## config.mk

```make
export PLATFORM = sky130hd
export DESIGN_NAME = eth_ip_l4_header_parser_unit
export DESIGN_NICKNAME = d
export VERILOG_FILES = /design/src/hw/rtl/ehp_pkg.sv /design/src/hw/rtl/ehp_front.sv /design/src/hw/rtl/ehp_back.sv /design/src/hw/rtl/eth_ip_l4_header_parser_unit.sv
export VERILOG_INCLUDE_DIRS = /design/src /design/src/hw/rtl
export SDC_FILE = /design/constraint.sdc
export NUM_CORES = 1
export LEC_CHECK = 0
export ABC_AREA = 1
export BUFFER_PORTS_ARGS = -buffer_cell sky130_fd_sc_hd__buf_2
export CAP_MARGIN = 20
export CORE_ASPECT_RATIO = 1.25
export CORE_MARGIN = 2
export CORE_UTILIZATION = 25
export CTS_CLUSTER_DIAMETER = 100
export DETAILED_ROUTE_END_ITERATION = 8
export SYNTH_ARGS = -nofsm -noshare
export SYNTH_HDL_FRONTEND = slang
export SYNTH_SLANG_ARGS = --single-unit
export TNS_END_PERCENT = 10
```

## constraint.sdc

```tcl
create_clock -name clk -period 11.75 [get_ports clk]
set_input_delay 1.175 -clock clk [delete_from_list [all_inputs] [get_ports clk]]
set_output_delay 1.175 -clock clk [all_outputs]
set_load 0.01 [all_outputs]
```

## src/hw/rtl/eth_ip_l4_header_parser_unit_defines.svh

```systemverilog
// assertion macros for the header parser
`ifndef ETH_IP_L4_HEADER_PARSER_UNIT_DEFINES_SVH
`define ETH_IP_L4_HEADER_PARSER_UNIT_DEFINES_SVH

// implication checked on every clock edge outside reset
`define EHP_ASSERT_IMP(label, ante, cons, msg) \
  label: assert property (@(posedge clk) disable iff (rst) (ante) |-> (cons)) else $error(msg);

// implication whose consequent is checked in the cycle after the antecedent
`define EHP_ASSERT_NEXT(label, ante, cons, msg) \
  label: assert property (@(posedge clk) disable iff (rst) (ante) |=> (cons)) else $error(msg);

`endif

```

## src/hw/rtl/ehp_pkg.sv

```systemverilog
package ehp_pkg;

  localparam int unsigned CountLimit = 127;
  localparam int unsigned CntW = 7;
  localparam int unsigned QDepth = 2;

  localparam logic [15:0] EthVlan = 16'h8100;
  localparam logic [15:0] EthIpv4 = 16'h0800;
  localparam logic [15:0] EthArp = 16'h0806;
  localparam logic [15:0] EthIpv6 = 16'h86DD;

  localparam logic [7:0] ProtoIcmp = 8'd1;
  localparam logic [7:0] ProtoTcp = 8'd6;
  localparam logic [7:0] ProtoUdp = 8'd17;

  typedef enum logic [3:0] {
    CLS_UNKNOWN = 4'd0, CLS_TCP = 4'd1, CLS_UDP = 4'd2, CLS_ICMP = 4'd3,
    CLS_ARP = 4'd4, CLS_IPV6 = 4'd5, CLS_DNS = 4'd6, CLS_HTTP = 4'd7,
    CLS_HTTPS = 4'd8, CLS_SSH = 4'd9, CLS_FTP = 4'd10, CLS_SMTP = 4'd11,
    CLS_DHCP = 4'd12, CLS_SNMP = 4'd13, CLS_TELNET = 4'd14
  } cls_t;

  // one accepted byte, tagged with its offset
  typedef struct packed {
    logic [7:0] data;
    logic last;
    logic [CntW-1:0] offset;
    logic live;
  } ev_t;

  typedef struct packed {
    logic [47:0] dst_mac;
    logic [47:0] src_mac;
    logic [15:0] icmp_type_code;
    logic [5:0] tcp_flag_bits;
    logic [15:0] dport;
    logic [15:0] sport;
    logic [31:0] dst_ip;
    logic [31:0] src_ip;
    logic [7:0] ip_proto;
    logic [15:0] ether_kind;
    logic [3:0] proto_class;
    logic frame_ok;
  } sum_t;

  function automatic cls_t port_class(input logic [15:0] p);
    cls_t c;
    c = CLS_UNKNOWN;
    case (p)
      16'd53: c = CLS_DNS;
      16'd80: c = CLS_HTTP;
      16'd443: c = CLS_HTTPS;
      16'd22: c = CLS_SSH;
      16'd21: c = CLS_FTP;
      16'd25, 16'd587: c = CLS_SMTP;
      16'd67, 16'd68: c = CLS_DHCP;
      16'd161, 16'd162: c = CLS_SNMP;
      16'd23: c = CLS_TELNET;
      default: c = CLS_UNKNOWN;
    endcase
    return c;
  endfunction

endpackage

```

## src/hw/rtl/ehp_front.sv

```systemverilog
module ehp_front (
  input  logic clk,
  input  logic rst,
  input  logic in_valid,
  input  logic [7:0] in_data,
  input  logic in_last,
  output logic in_ready,
  output ehp_pkg::ev_t ev,
  output logic ev_valid,
  input  logic ev_ready
);

  logic [ehp_pkg::CntW-1:0] byte_count;
  logic [1:0] fill;
  ehp_pkg::ev_t q [ehp_pkg::QDepth];
  logic wr_ptr, rd_ptr;
  logic push, pop;

  assign in_ready = (fill != 2'(ehp_pkg::QDepth));
  assign push = in_valid && in_ready;
  assign ev_valid = (fill != 2'd0);
  assign pop = ev_valid && ev_ready;
  assign ev = q[rd_ptr];

  always_ff @(posedge clk) begin
    if (rst) begin
      byte_count <= '0;
      fill <= '0;
      wr_ptr <= 1'b0;
      rd_ptr <= 1'b0;
    end else begin
      if (push) begin
        if (in_last) begin
          byte_count <= '0;
        end else if (byte_count < ehp_pkg::CntW'(ehp_pkg::CountLimit)) begin
          byte_count <= byte_count + 1'b1;
        end
        wr_ptr <= ~wr_ptr;
      end
      if (pop) begin
        rd_ptr <= ~rd_ptr;
      end
      fill <= fill + {1'b0, push} - {1'b0, pop};
    end
  end

  always_ff @(posedge clk) begin
    if (push) begin
      q[wr_ptr].data <= in_data;
      q[wr_ptr].last <= in_last;
      q[wr_ptr].offset <= byte_count;
      q[wr_ptr].live <= (byte_count < ehp_pkg::CntW'(ehp_pkg::CountLimit));
    end
  end

endmodule

```

## src/hw/rtl/ehp_back.sv

```systemverilog
module ehp_back (
  input  logic clk,
  input  logic rst,
  input  ehp_pkg::ev_t ev,
  input  logic ev_valid,
  output logic ev_ready,
  output ehp_pkg::sum_t sum,
  output logic sum_valid,
  input  logic sum_ready
);

  logic [15:0] eth_type_reg;
  logic [3:0] header_words;
  logic [3:0] ip_version_reg;
  logic [7:0] ip_proto_reg;
  logic [31:0] addr_regs [2];
  logic [47:0] mac_regs [2];
  logic [47:0] arp_mac [2];
  logic [15:0] port_regs [2];
  logic [5:0] flags_reg;
  logic [15:0] icmp_reg;
  logic vlan_seen;
  logic [ehp_pkg::CntW-1:0] len;

  logic take;
  logic [7:0] b;
  logic [ehp_pkg::CntW-1:0] c, r, hdr, s;
  logic [ehp_pkg::CntW:0] r_wide, s_wide;
  logic [15:0] eth_shift;
  logic ip_ok;

  logic [15:0] eth_type_reg_n;
  logic [3:0] hw_n, ver_n;
  logic [7:0] pr_n;
  logic [31:0] a0_n, a1_n;
  logic [47:0] m0_n, m1_n, am0_n, am1_n;
  logic [15:0] p0_n, p1_n, ic_n;
  logic [5:0] fl_n;
  logic vlan_n;
  logic [ehp_pkg::CntW-1:0] len_n;

  // summary of the state after this last byte is captured
  ehp_pkg::sum_t fin;
  logic [ehp_pkg::CntW-1:0] rem, tr;
  logic [ehp_pkg::CntW:0] tr_wide;
  ehp_pkg::cls_t pc;

  assign ev_ready = !sum_valid || sum_ready;
  assign take = ev_valid && ev_ready;
  assign b = ev.data;
  assign c = ev.offset;
  assign eth_shift = {eth_type_reg[7:0], b};
  assign r_wide = {1'b0, c} - (vlan_seen ? (ehp_pkg::CntW+1)'(18) : (ehp_pkg::CntW+1)'(14));
  assign r = r_wide[ehp_pkg::CntW-1:0];
  assign hdr = {1'b0, header_words, 2'b00};
  assign s_wide = {1'b0, r} - {1'b0, hdr};
  assign s = s_wide[ehp_pkg::CntW-1:0];
  assign ip_ok = ip_version_reg == 4'd4 && header_words >= 4'd5 && !s_wide[ehp_pkg::CntW];

  always_comb begin
    eth_type_reg_n = eth_type_reg;
    hw_n = header_words; ver_n = ip_version_reg; pr_n = ip_proto_reg;
    a0_n = addr_regs[0]; a1_n = addr_regs[1];
    m0_n = mac_regs[0]; m1_n = mac_regs[1];
    am0_n = arp_mac[0]; am1_n = arp_mac[1];
    p0_n = port_regs[0]; p1_n = port_regs[1];
    fl_n = flags_reg; ic_n = icmp_reg; vlan_n = vlan_seen;
    len_n = len;
    if (ev.live) begin
      len_n = c + 1'b1;
      if (c < 6) m1_n = {mac_regs[1][39:0], b};
      else if (c < 12) m0_n = {mac_regs[0][39:0], b};
      else if (c < 14) begin
        eth_type_reg_n = eth_shift;
        if (c == 13) vlan_n = (eth_shift == ehp_pkg::EthVlan);
      end else if (vlan_seen && c < 18) begin
        if (c >= 16) eth_type_reg_n = eth_shift;
      end else if (eth_type_reg == ehp_pkg::EthIpv4) begin
        if (r == 0) begin
          ver_n = b[7:4]; hw_n = b[3:0];
        end else if (r == 9) pr_n = b;
        else if (r >= 12 && r < 16) a0_n = {addr_regs[0][23:0], b};
        else if (r >= 16 && r < 20) a1_n = {addr_regs[1][23:0], b};
        else if (ip_ok) begin
          if (ip_proto_reg == ehp_pkg::ProtoTcp || ip_proto_reg == ehp_pkg::ProtoUdp) begin
            if (s < 2) p0_n = {port_regs[0][7:0], b};
            else if (s < 4) p1_n = {port_regs[1][7:0], b};
            else if (s == 13 && ip_proto_reg == ehp_pkg::ProtoTcp) fl_n = b[5:0];
          end else if (ip_proto_reg == ehp_pkg::ProtoIcmp && s < 2) begin
            ic_n = {icmp_reg[7:0], b};
          end
        end
      end else if (eth_type_reg == ehp_pkg::EthArp) begin
        if (r >= 8 && r < 14) am0_n = {arp_mac[0][39:0], b};
        else if (r >= 14 && r < 18) a0_n = {addr_regs[0][23:0], b};
        else if (r >= 18 && r < 24) am1_n = {arp_mac[1][39:0], b};
        else if (r >= 24 && r < 28) a1_n = {addr_regs[1][23:0], b};
      end
    end
  end

  always_comb begin
    fin = '0;
    pc = ehp_pkg::CLS_UNKNOWN;
    rem = len_n - (vlan_n ? ehp_pkg::CntW'(18) : ehp_pkg::CntW'(14));
    tr_wide = {1'b0, rem} - {2'b00, hw_n, 2'b00};
    tr = tr_wide[ehp_pkg::CntW-1:0];
    if (len_n >= 14 && (!vlan_n || len_n >= 18)) begin
      fin.frame_ok = 1'b1;
      fin.ether_kind = eth_type_reg_n;
      fin.src_mac = m0_n;
      fin.dst_mac = m1_n;
      if (eth_type_reg_n == ehp_pkg::EthIpv4) begin
        if (rem >= 20 && ver_n == 4'd4 && hw_n >= 4'd5 && !tr_wide[ehp_pkg::CntW]) begin
          fin.ip_proto = pr_n;
          fin.src_ip = a0_n;
          fin.dst_ip = a1_n;
          if (pr_n == ehp_pkg::ProtoTcp && tr >= 20) begin
            fin.sport = p0_n; fin.dport = p1_n; fin.tcp_flag_bits = fl_n;
            pc = ehp_pkg::CLS_TCP;
          end else if (pr_n == ehp_pkg::ProtoUdp && tr >= 8) begin
            fin.sport = p0_n; fin.dport = p1_n;
            pc = ehp_pkg::CLS_UDP;
          end else if (pr_n == ehp_pkg::ProtoIcmp && tr >= 8) begin
            fin.icmp_type_code = ic_n;
            fin.proto_class = ehp_pkg::CLS_ICMP;
          end
          if (pc != ehp_pkg::CLS_UNKNOWN) begin
            if (ehp_pkg::port_class(p1_n) != ehp_pkg::CLS_UNKNOWN)
              fin.proto_class = ehp_pkg::port_class(p1_n);
            else if (ehp_pkg::port_class(p0_n) != ehp_pkg::CLS_UNKNOWN)
              fin.proto_class = ehp_pkg::port_class(p0_n);
            else fin.proto_class = pc;
          end
        end
      end else if (eth_type_reg_n == ehp_pkg::EthArp) begin
        if (rem >= 28) begin
          fin.src_ip = a0_n; fin.dst_ip = a1_n;
          fin.src_mac = am0_n; fin.dst_mac = am1_n;
          fin.proto_class = ehp_pkg::CLS_ARP;
        end
      end else if (eth_type_reg_n == ehp_pkg::EthIpv6) begin
        fin.proto_class = ehp_pkg::CLS_IPV6;
      end
    end
  end

  always_ff @(posedge clk) begin
    if (rst) begin
      sum_valid <= 1'b0;
      eth_type_reg <= '0; header_words <= '0; ip_version_reg <= '0; ip_proto_reg <= '0;
      addr_regs[0] <= '0; addr_regs[1] <= '0; mac_regs[0] <= '0; mac_regs[1] <= '0;
      arp_mac[0] <= '0; arp_mac[1] <= '0; port_regs[0] <= '0; port_regs[1] <= '0;
      flags_reg <= '0; icmp_reg <= '0; vlan_seen <= 1'b0; len <= '0;
    end else begin
      if (sum_valid && sum_ready) sum_valid <= 1'b0;
      if (take) begin
        if (ev.last) begin
          sum_valid <= 1'b1;
          eth_type_reg <= '0; header_words <= '0; ip_version_reg <= '0; ip_proto_reg <= '0;
          addr_regs[0] <= '0; addr_regs[1] <= '0; mac_regs[0] <= '0; mac_regs[1] <= '0;
          arp_mac[0] <= '0; arp_mac[1] <= '0; port_regs[0] <= '0; port_regs[1] <= '0;
          flags_reg <= '0; icmp_reg <= '0; vlan_seen <= 1'b0; len <= '0;
        end else begin
          eth_type_reg <= eth_type_reg_n; header_words <= hw_n;
          ip_version_reg <= ver_n; ip_proto_reg <= pr_n;
          addr_regs[0] <= a0_n; addr_regs[1] <= a1_n;
          mac_regs[0] <= m0_n; mac_regs[1] <= m1_n;
          arp_mac[0] <= am0_n; arp_mac[1] <= am1_n;
          port_regs[0] <= p0_n; port_regs[1] <= p1_n;
          flags_reg <= fl_n; icmp_reg <= ic_n; vlan_seen <= vlan_n; len <= len_n;
        end
      end
    end
  end

  always_ff @(posedge clk) begin
    if (take && ev.last) sum <= fin;
  end

endmodule

```

## src/hw/rtl/eth_ip_l4_header_parser_unit.sv

```systemverilog
// ethernet / ipv4 / tcp-udp-icmp / arp header parser
// s_axis carries one frame byte per transfer, tlast on the final byte
// of the frame; m_axis carries one 243-bit summary per frame, zero padded
// to 248 bits, sent after the transfer that carries tlast
// the front stage counts byte offsets and writes each byte into a
// two-entry queue; the back stage captures header fields by offset
// throughput: one byte per cycle while m_axis is not stalled, set by the single
// capture update per byte in the back stage
// the last byte transfer is written into the queue, then loads the output
// register, which raises m_axis_tvalid
// the byte offset saturates at 127; bytes at offset 127 and beyond are ignored
// reset clears the queue, the capture registers and the output valid
// when m_axis stalls the output register holds, the back stage stops
// and the queue fills; s_axis_tready drops once two bytes are waiting
`include "eth_ip_l4_header_parser_unit_defines.svh"
module eth_ip_l4_header_parser_unit (
  input  logic clk,
  input  logic rst,
  input  logic s_axis_tvalid,
  output logic s_axis_tready,
  input  logic [7:0] s_axis_tdata,   // frame_byte
  input  logic s_axis_tlast,         // end_of_frame
  output logic m_axis_tvalid,
  input  logic m_axis_tready,
  // frame_ok, proto_class, ether_kind, ip_proto, src_ip, dst_ip, sport,
  // dport, tcp_flag_bits, icmp_type_code, src_mac, dst_mac, zero pad
  output logic [247:0] m_axis_tdata
);

  ehp_pkg::ev_t ev;
  logic ev_valid, ev_ready;
  ehp_pkg::sum_t sum;

  // front: offset tagging and queue
  ehp_front u_front (
    .clk(clk), .rst(rst),
    .in_valid(s_axis_tvalid), .in_data(s_axis_tdata), .in_last(s_axis_tlast),
    .in_ready(s_axis_tready),
    .ev(ev), .ev_valid(ev_valid), .ev_ready(ev_ready)
  );

  // back: field capture and summary register
  ehp_back u_back (
    .clk(clk), .rst(rst),
    .ev(ev), .ev_valid(ev_valid), .ev_ready(ev_ready),
    .sum(sum), .sum_valid(m_axis_tvalid), .sum_ready(m_axis_tready)
  );

  // struct is packed msb-first, so first field lands in the high bits
  assign m_axis_tdata = {5'd0, sum};

  `EHP_ASSERT_IMP(a_ok_fields, m_axis_tvalid && !sum.frame_ok,
    sum.proto_class == 4'd0 && sum.src_mac == 48'd0, "fields set on short frame")
  `EHP_ASSERT_IMP(a_class_range, m_axis_tvalid, sum.proto_class <= 4'd14,
    "class out of range")
  `EHP_ASSERT_NEXT(a_hold, m_axis_tvalid && !m_axis_tready,
    m_axis_tvalid && $stable(sum), "summary dropped under stall")

endmodule
```

After elaboration in Yosys (flattened, before gate mapping)
Memories as Yosys holds them, arrays and structs flattened. A register that Yosys moved wholly into a read port is not among the register bits.
Cells that the tools add are included.
{ "totals": {"ramBits": 322, "mem_count": 5, "reg_bits": 317} }
{ "mem_list": {"columns": ["memory", "words", "width", "read_ports", "rd_clocked_by_memory_dff", "write_ports", "line", "text"], "rows": [
  ["u_back.arp_mac", 2, 48, 2, 0, 2, "ehp_back.sv:18", "logic [47:0] arp_mac [2];"],
  ["u_back.mac_regs", 2, 48, 2, 0, 2, "ehp_back.sv:17", "logic [47:0] mac_regs [2];"],
  ["u_back.addr_regs", 2, 32, 2, 0, 2, "ehp_back.sv:16", "logic [31:0] addr_regs [2];"],
  ["u_front.q", 2, 17, 1, 1, 1, "ehp_front.sv:15", "ehp_pkg::ev_t q [ehp_pkg::QDepth];"],
  ["u_back.port_regs", 2, 16, 2, 0, 2, "ehp_back.sv:19", "logic [15:0] port_regs [2];"]
]} }
{ "op_classes": {"order_cmp": 28, "n_reduce_logical": 45, "n_eq_ne": 42, "addsub": 8, "muxes": 225, "bitwise_logic": 22} }
{ "op_table": {"columns": ["op", "count"], "rows": [
  ["$mux W48", 31],
  ["$mux W32", 33],
  ["$mux W16", 55],
  ["$mux W96", 3],
  ["$mux W64", 3],
  ["$mux W4", 37],
  ["$eq A16 B5 Y1 const B", 8],
  ["$mux W126", 1],
  ["$mux W6", 17],
  ["$eq A16 B7 Y1 const B", 6],
  ["$mux W8", 9],
  ["$pmux W4 S9", 2],
  ["$eq A16 B12 Y1 const B", 4],
  ["$eq A16 B8 Y1 const B", 4],
  ["$ge A7 B5 Y1 const B", 8],
  ["$lt A7 B5 Y1 const B", 6],
  ["$ge A7 B4 Y1 const B", 5],
  ["$eq A16 B10 Y1 const B", 2],
  ["$eq A16 B16 Y1 const B", 2],
  ["$eq A16 B6 Y1 const B", 2],
  ["$eq A16 B9 Y1 const B", 2],
  ["$mux W7", 4],
  ["$mux W1", 24],
  ["$logic_and A1 B1 Y1", 22],
  ["other kinds (31)", 80]
]} }

Logic depth before layout (Yosys ltp)
Gate-level depths: netlist (run 1).
{ "logic_depth": {"depth_word": 37, "ltp_mapped": 38, "mapped_depth_nobuf": 37} }

Cells and area by module
Synthesis (run 1) repeated with hierarchy kept, for this count alone.
{ "unflattened": {"hier_cells": 3539, "area_unflattened_um2": 31816.8} }
{ "by_module_without_submodules": {"columns": ["module", "cells_each", "n_inst", "area_per_inst_um2"], "rows": [
  ["ehp_back", 3375, 1, 29843.6],
  ["ehp_front", 158, 1, 1931.9],
  ["eth_ip_l4_header_parser_unit", 6, 1, 41.3]
]} }

Least setup slack after synthesis (run 1)
No wires, ideal clock.
{ "synth_timing": {"path_kind": "input port to flip-flop", "startpoint": "input port m_axis_tready", "endpoint": "register u_back.sum[0] (netlist name)", "setup_time_ns": 0.852, "path_slack_ns": -0.970, "cell_stages": 5, "t_arrival_ns": 11.868, "path_buffers": 1, "path_cell_list": "nor2_1 a21oi_1 inv_1 clkbuf_1 nor2_1"} }
{ "synth_via": {"elab_chain_cells": 3} }
{ "synth_rtl": {"columns": ["element", "line", "text"], "rows": [
  ["start: declaration", "eth_ip_l4_header_parser_unit.sv:24", "input logic m_axis_tready,"],
  ["$logic_or A1 B1 Y1", "ehp_back.sv:48", "assign ev_ready = !sum_valid || sum_ready;"],
  ["$logic_and A1 B1 Y1", "ehp_back.sv:49", "assign take = ev_valid && ev_ready;"],
  ["$logic_and A1 B1 Y1", "ehp_back.sv:178", "if (take && ev.last) sum <= fin;"]
]} }
No other way between the ends.
A chain may end at the register's enable or synchronous reset.

==> results of run 1 <==
## final cells by class
type / count / area (um2)
fillers: 13510 / 90350
flip-flops and latches: 639 / 18450
clock inverters: 45 / 615.6
diodes: 1 / 2.502
well taps: 1713 / 2143
repair buffers: 295 / 1592
inverters: 326 / 1226
multi-input cells: 2323 / 11690
clock buffers: 88 / 1947
## power groups by stage
stage	Sequential, W	Combinational [W]	Clock, W
CTS	0.00375	0.00367	0.00253
detailed placement	0.00378	0.00365	0
finish	0.00372	0.00365	0.00248
floorplan	0.00389	0.00226	0
global placement	0.00378	0.00362	0
global route	0.00380	0.00408	0.00261
## cells by family after synthesis
logic type | share of synthesized area (%)
AO/OA/AOI/OAI | 11.02
multiplexers | 3.273
adder cells (fa/ha/maj) | 1.146
other | 0.01168
buffers and inverters | 6.539
XOR/XNOR | 0.3234
AND/OR/NAND/NOR | 20.23
flip-flops | 57.46
## worst reg2reg max path: cells and delay by family, from the launching register on
kind                       cells  cell delay (ps)
AOI/OAI and AO/OA              5              720
adders and majority gates      1              280
buffers and inverters          6             2340
DFF                            1             1000
and+or+nand+nor                8             1800
xor gates and xnor gates       1              180
## cells in the mapped netlist, types with 6 or more instances
cell type,instances
o21ai_2,11
inv_2,9
o21ai_1,15
nor4_1,12
ha_1,23
or2_2,14
buf_2,34
clkbuf_1,143
mux2_2,8
edfxtp_1,565
o32ai_1,26
buf_1,17
buf_4,8
mux2i_1,96
dfxtp_1,74
nor2_4,9
o21ai_0,214
xor2_1,6
nor2_1,618
o211ai_1,84
nand3b_1,6
a21oi_1,177
o22ai_1,18
nand2_2,18
nor2_2,17
nand4_1,26
inv_1,316
a31oi_1,47
nand2_1,678
nand3_1,136
nor3_1,19
## metrics by stage
step	hold WS [ps]	total power [W]	cells
after floorplan	425.9	0.006148	3494
after global placement	434.2	0.007395	5295
after detailed placement	441.1	0.007435	5295
after CTS	454.8	0.009944	5428
after global routing	478.7	0.01049	5429
final	455.7	0.009849	5430
## path summary, 6_finish.rpt
check               endpoint      startpoint  slack [ps]  depth (start not counted)
min           u_front.rd_ptr  u_front.rd_ptr         460                          1
max          u_back.sum[231]        register        5170                         21
max reg2reg  u_back.sum[231]        register        5170                         21
min reg2reg   u_front.rd_ptr  u_front.rd_ptr         460                          1
## cell usage in the layout (no fill, tap or decap), drive strengths merged, types with 6 or more instances in the layout
master	synthesis	final
o211ai	86	86
buf	63	295
inv	325	331
nor4	12	12
o32ai	26	26
a21oi	178	178
ha	23	23
o21ai	241	241
bufinv	0	12
nand2	699	699
o22ai	18	18
nand3	142	142
clkbuf	143	88
or2	15	15
nor3	20	20
xor2	6	6
nor2	645	645
nand4	27	27
clkinv	1	24
a31oi	47	47
nand3b	6	6
mux2i	96	96
edfxtp	565	565
mux2	8	8
dfxtp	74	74
## per-layer routing
layer	vias to the layer above	part of all wire, %	routed length, um	GRT usage (%)
met2	753	48	48560	24.97
met1	12148	44	44000	19.42
met5	-	0	0	0
li1	12198	-	-	-
met4	0	2.7	2775	5.109
met3	131	5.5	5595	2.590
==> results.cfg, run 1 <==
[run_status]
status = complete, no violations

[clock_network]
post_cts_buffers = 0
cts_resized = 0
cts-buffers-inserted = 73
clockBufferDepth = 3
cts-root-buf = clkbuf_16
htree_num_levels = 3
clk_pin_slew_worst_paths_ps = 60
worstSkewPairLatency_ps = 670
hold_buffers = 0
cts_tree = yes
cts_sinks = 639

[logic_synthesis]
synth-seq-cells = 639
yosysSeqAreaShare_pct = 57.46
synth_cell_types = 57
synth_area_um2 = 32110
synth_top_cells_by_area = edfxtp_1, nand2_1, nor2_1
avgSynthCellArea_um2 = 9.200
yosysTopAreaCell = edfxtp_1
synth_cells = 3490
synthArstFlopShare_pct = 0
synth_flop_cell = edfxtp_1
synth_warnings = 0
synth_top_area_share_pct = 52.84
synth_edf_count = 565

[timing]
maxSlewViolCount = 0
fin_ws_ps = 5172
fmax_mhz = 152.0
slew_headroom_pct = 22.17
setup_viol = 0
min_period_ps = 6579
min_period_over_period_pct = 55.99
finalSetupTns_ps = 0
rsz0062_at_grt = no
hold_viol = 0
tightest_slew_ps = 1167
finClkSkew_ps = 38.74

[power_and_ir_drop]
peakVddDrop_v = 0.0001274
power.internal_w = 0.005836
pwr-share-clk_pct = 25.1
p_per_area_nw_per_um2 = 261.5
switching_power_w = 0.004012
seqPwrFrac_pct = 37.8
total_leakage_power_nw = 15.26
p_comb_share_pct = 37.0
switching_share_pct = 40.74

[placement]
place_congestion = 0.9028
dpl-instance-area_um2 = 35090
pre_cts_ws_ps = 5150
portBuffers = 257
dp.final_hpwl_mm = 66.84

[min_path]
hold_path.class = reg -> reg

[worst_setup_path]
critical_path_class = reg -> reg
path_cells = inv_2, or2_2, o21ai_2, buf_4, inv_1, nor4_1, a31o_2, nand2_1, inv_1, ha_1, a21oi_1, nand2_1, a21oi_1, nand2_1, xnor2_1, and2_1, nand2_1, nand3_4, inv_4, buf_4, a21oi_1
path_common_cell = nand2_1
worstPathArrival_ps = 6950
crit_slowest_cell = dfxtp_1
worstPathRequired_ps = 12130
end_kind = register
cpPeakStageDelay_ps = 1000
crit_family = buffers and inverters
worst-path-max-fanout = 54
critical_path_buf_inv_count = 6
startpoint_type = register

[floorplanning]
rows = 147
core_um2 = 128000
die-height_um = 404.7
initial_core_util_pct = 25.08
dieArea_um2 = 131300
die_x_um = 324.5
ios = 263

[global_route]
grt_pass1_wl_mm = 150.3
grt_max_degree = 188
grt-ovfl-total = 0
first_global_vias = 23944
grt_usage_pct = 14.92
antenna_found_initial = 1

[detailed_routing]
vias_per_cell = 4.646
drtPass1Iterations = 5
vias = 25230
antenna_left = 0
drt-total-wl_mm = 100.9
drt_iter0_drc = 2377
route.detailed.drc = 0
post_drt_wl_per_cell_um = 18.59

[final_layout]
final_core_util_pct = 29.42
drive_above_1_share_pct = 14.45
reg_top3 = u_back.sum x243, u_back.arp_mac x96, u_back.mac_regs x96
syn2layout_area_growth_pct = 17.31
nets = 3698
regMostFlops = u_back.sum
largest_reg_flops = 243
stdcell_area_um2 = 37670

[job]
drv_cap = 0
Power figures use the tool's default switching activity.
==> run 2: changes to the inputs <==
==> constraint.sdc (replaced) <==
create_clock -name clk -period 5.88 [get_ports clk]
set_input_delay 0.588 -clock clk [delete_from_list [all_inputs] [get_ports clk]]
set_output_delay 0.588 -clock clk [all_outputs]
set_load 0.01 [all_outputs]
==> results.cfg, run 2 (synthesized netlist as in run 1, its figures left out) <==
[floorplanning]
core_um2 = 128000
rows = 147
initial_core_util_pct = 25.08
die-height_um = 404.7
die_x_um = 324.5
dieArea_um2 = 131300
ios = 263

[detailed_routing]
vias = 25332
antenna_left = 0
drt_iter0_drc = 2049
route.detailed.drc = 0
vias_per_cell = 4.651
drt-total-wl_mm = 99.94
drtPass1Iterations = 6
post_drt_wl_per_cell_um = 18.35

[worst_setup_path]
worstPathArrival_ps = 5760
worst-path-max-fanout = 15
reg2regPathDepth = 30
crit_slowest_cell = dfxtp_1
worstPathRequired_ps = 6310
critical_path_class = reg -> reg
end_kind = register
cpPeakStageDelay_ps = 360
reg2reg_setup_slack_ps = 550
path_common_cell = nand2_1
startpoint_type = register
r2r_end = u_back.sum[2]

[min_path]
hold_path.class = in -> reg
hp-start = s_axis_tdata[2]
hold_path_depth = 1
holdPathEnd = u_front.q[1][11]

[clock_network]
clk_pin_slew_worst_paths_ps = 70
cts-buffers-inserted = 71
cts_tree = yes
htree_num_levels = 3
worstSkewPairLatency_ps = 690
post_cts_buffers = 0
cts-root-buf = clkbuf_16
cts_sinks = 639
clockBufferDepth = 3

[final_layout]
final_common_cell = nand2_1
stdcell_area_um2 = 37870
fill_cells = 13591
regMostFlops = u_back.sum
largest_reg_flops = 243
reg_top3 = u_back.sum x243, u_back.arp_mac x96, u_back.mac_regs x96
multi_input_area_um2 = 11700
drive_above_1_share_pct = 14.77
nets = 3719
seqCellArea_um2 = 18450
final_cell_mix = nand2_1, nor2_1, edfxtp_1
syn2layout_area_growth_pct = 17.95

[placement]
place_congestion = 0.8470
dp.final_hpwl_mm = 67.43
dpl-instance-area_um2 = 35400
portBuffers = 257

[timing]
min_period_over_period_pct = 90.67
finClkSkew_ps = 23.72
holdWs_ps = 103.2
slew_headroom_pct = 32.13
min_period_ps = 5332
tightest_slew_ps = 1018
hold_viol = 0
setup_viol = 0
rsz0062_at_grt = no
fmax_mhz = 187.6
maxSlewViolCount = 0

[global_route]
grt_usage_pct = 14.84
grt_max_degree = 110
antenna_found_initial = 3
first_global_vias = 23741
grt-ovfl-total = 0
grt_pass1_wl_mm = 149.5

[power_and_ir_drop]
total_leakage_power_nw = 15.37
p_per_area_nw_per_um2 = 518.1
power_w = 0.01962
peakVddDrop_v = 0.0003390

[run_status]
status = complete, no violations

[job]
drv_cap = 0
[run 2: stage by stage]
stage	setup TNS, ps	util [%]	setup slack (ps)	cells
global route	0	29.58	18.48	5443
detailed placement	0	27.66	490.0	5318
global placement	0	27.66	594.7	5318
finish	0	29.58	548.3	5446
CTS	0	29.56	474.7	5442
floorplan	-604340	-	-2098	3494
[run 2: worst max-delay path, delay by kind of cell, from the launching register on]
kind            cells  cell delay [ps]
simple gates       20             2490
buf+inv             4              690
compound gates      3              680
fa+ha+maj           2              650
flops               1              360
xor+xnor            1              200
[run 2: area by class of cell]
class | count | share of cell area, %
multi-input cells | 2323 | 30.90
clock buffers | 79 | 4.883
clock inverters | 45 | 1.566
inverters | 326 | 3.241
flip-flops and latches | 639 | 48.71
repair buffers | 318 | 5.022
diodes | 3 | 0.01982
well taps | 1713 | 5.660
[run 2: per-layer routing]
metal | track usage, % | vias to the layer above | part of all wire (%)
li1 | - | 12229 | -
met1 | 19.92 | 12203 | 44
met2 | 23.90 | 749 | 47
met3 | 2.179 | 151 | 5.0
met4 | 6.205 | 0 | 3.7
met5 | 0 | - | 0
[run 2: how the worst max path moves through the flow]
stage / slack, ps / depth (start not counted) / endpoint
after global placement: 590 / 28 / u_back.sum[103]
after CTS: 470 / 28 / u_back.sum[109]
after global routing: 20 / 34 / u_back.sum[1]
after detailed placement: 490 / 28 / u_back.sum[97]
final: 550 / 30 / u_back.sum[2]
after floorplan: -2100 / 5 / u_back.addr_regs[0][0]
[run 2: repair_timing]
action                                  4_1_cts  5_1_grt
endpoints found under the setup margin        0        3
hold buffers                                  0        0
resized for setup                             0        2
[run 2: power breakdown]
group | switching (W) | internal, W | total (W)
logic | 0.00538 | 0.00208 | 0.00746
clock network | 0.00202 | 0.00275 | 0.00477
registers | 0.000660 | 0.00673 | 0.00739
total | 0.00806 | 0.0116 | 0.0196
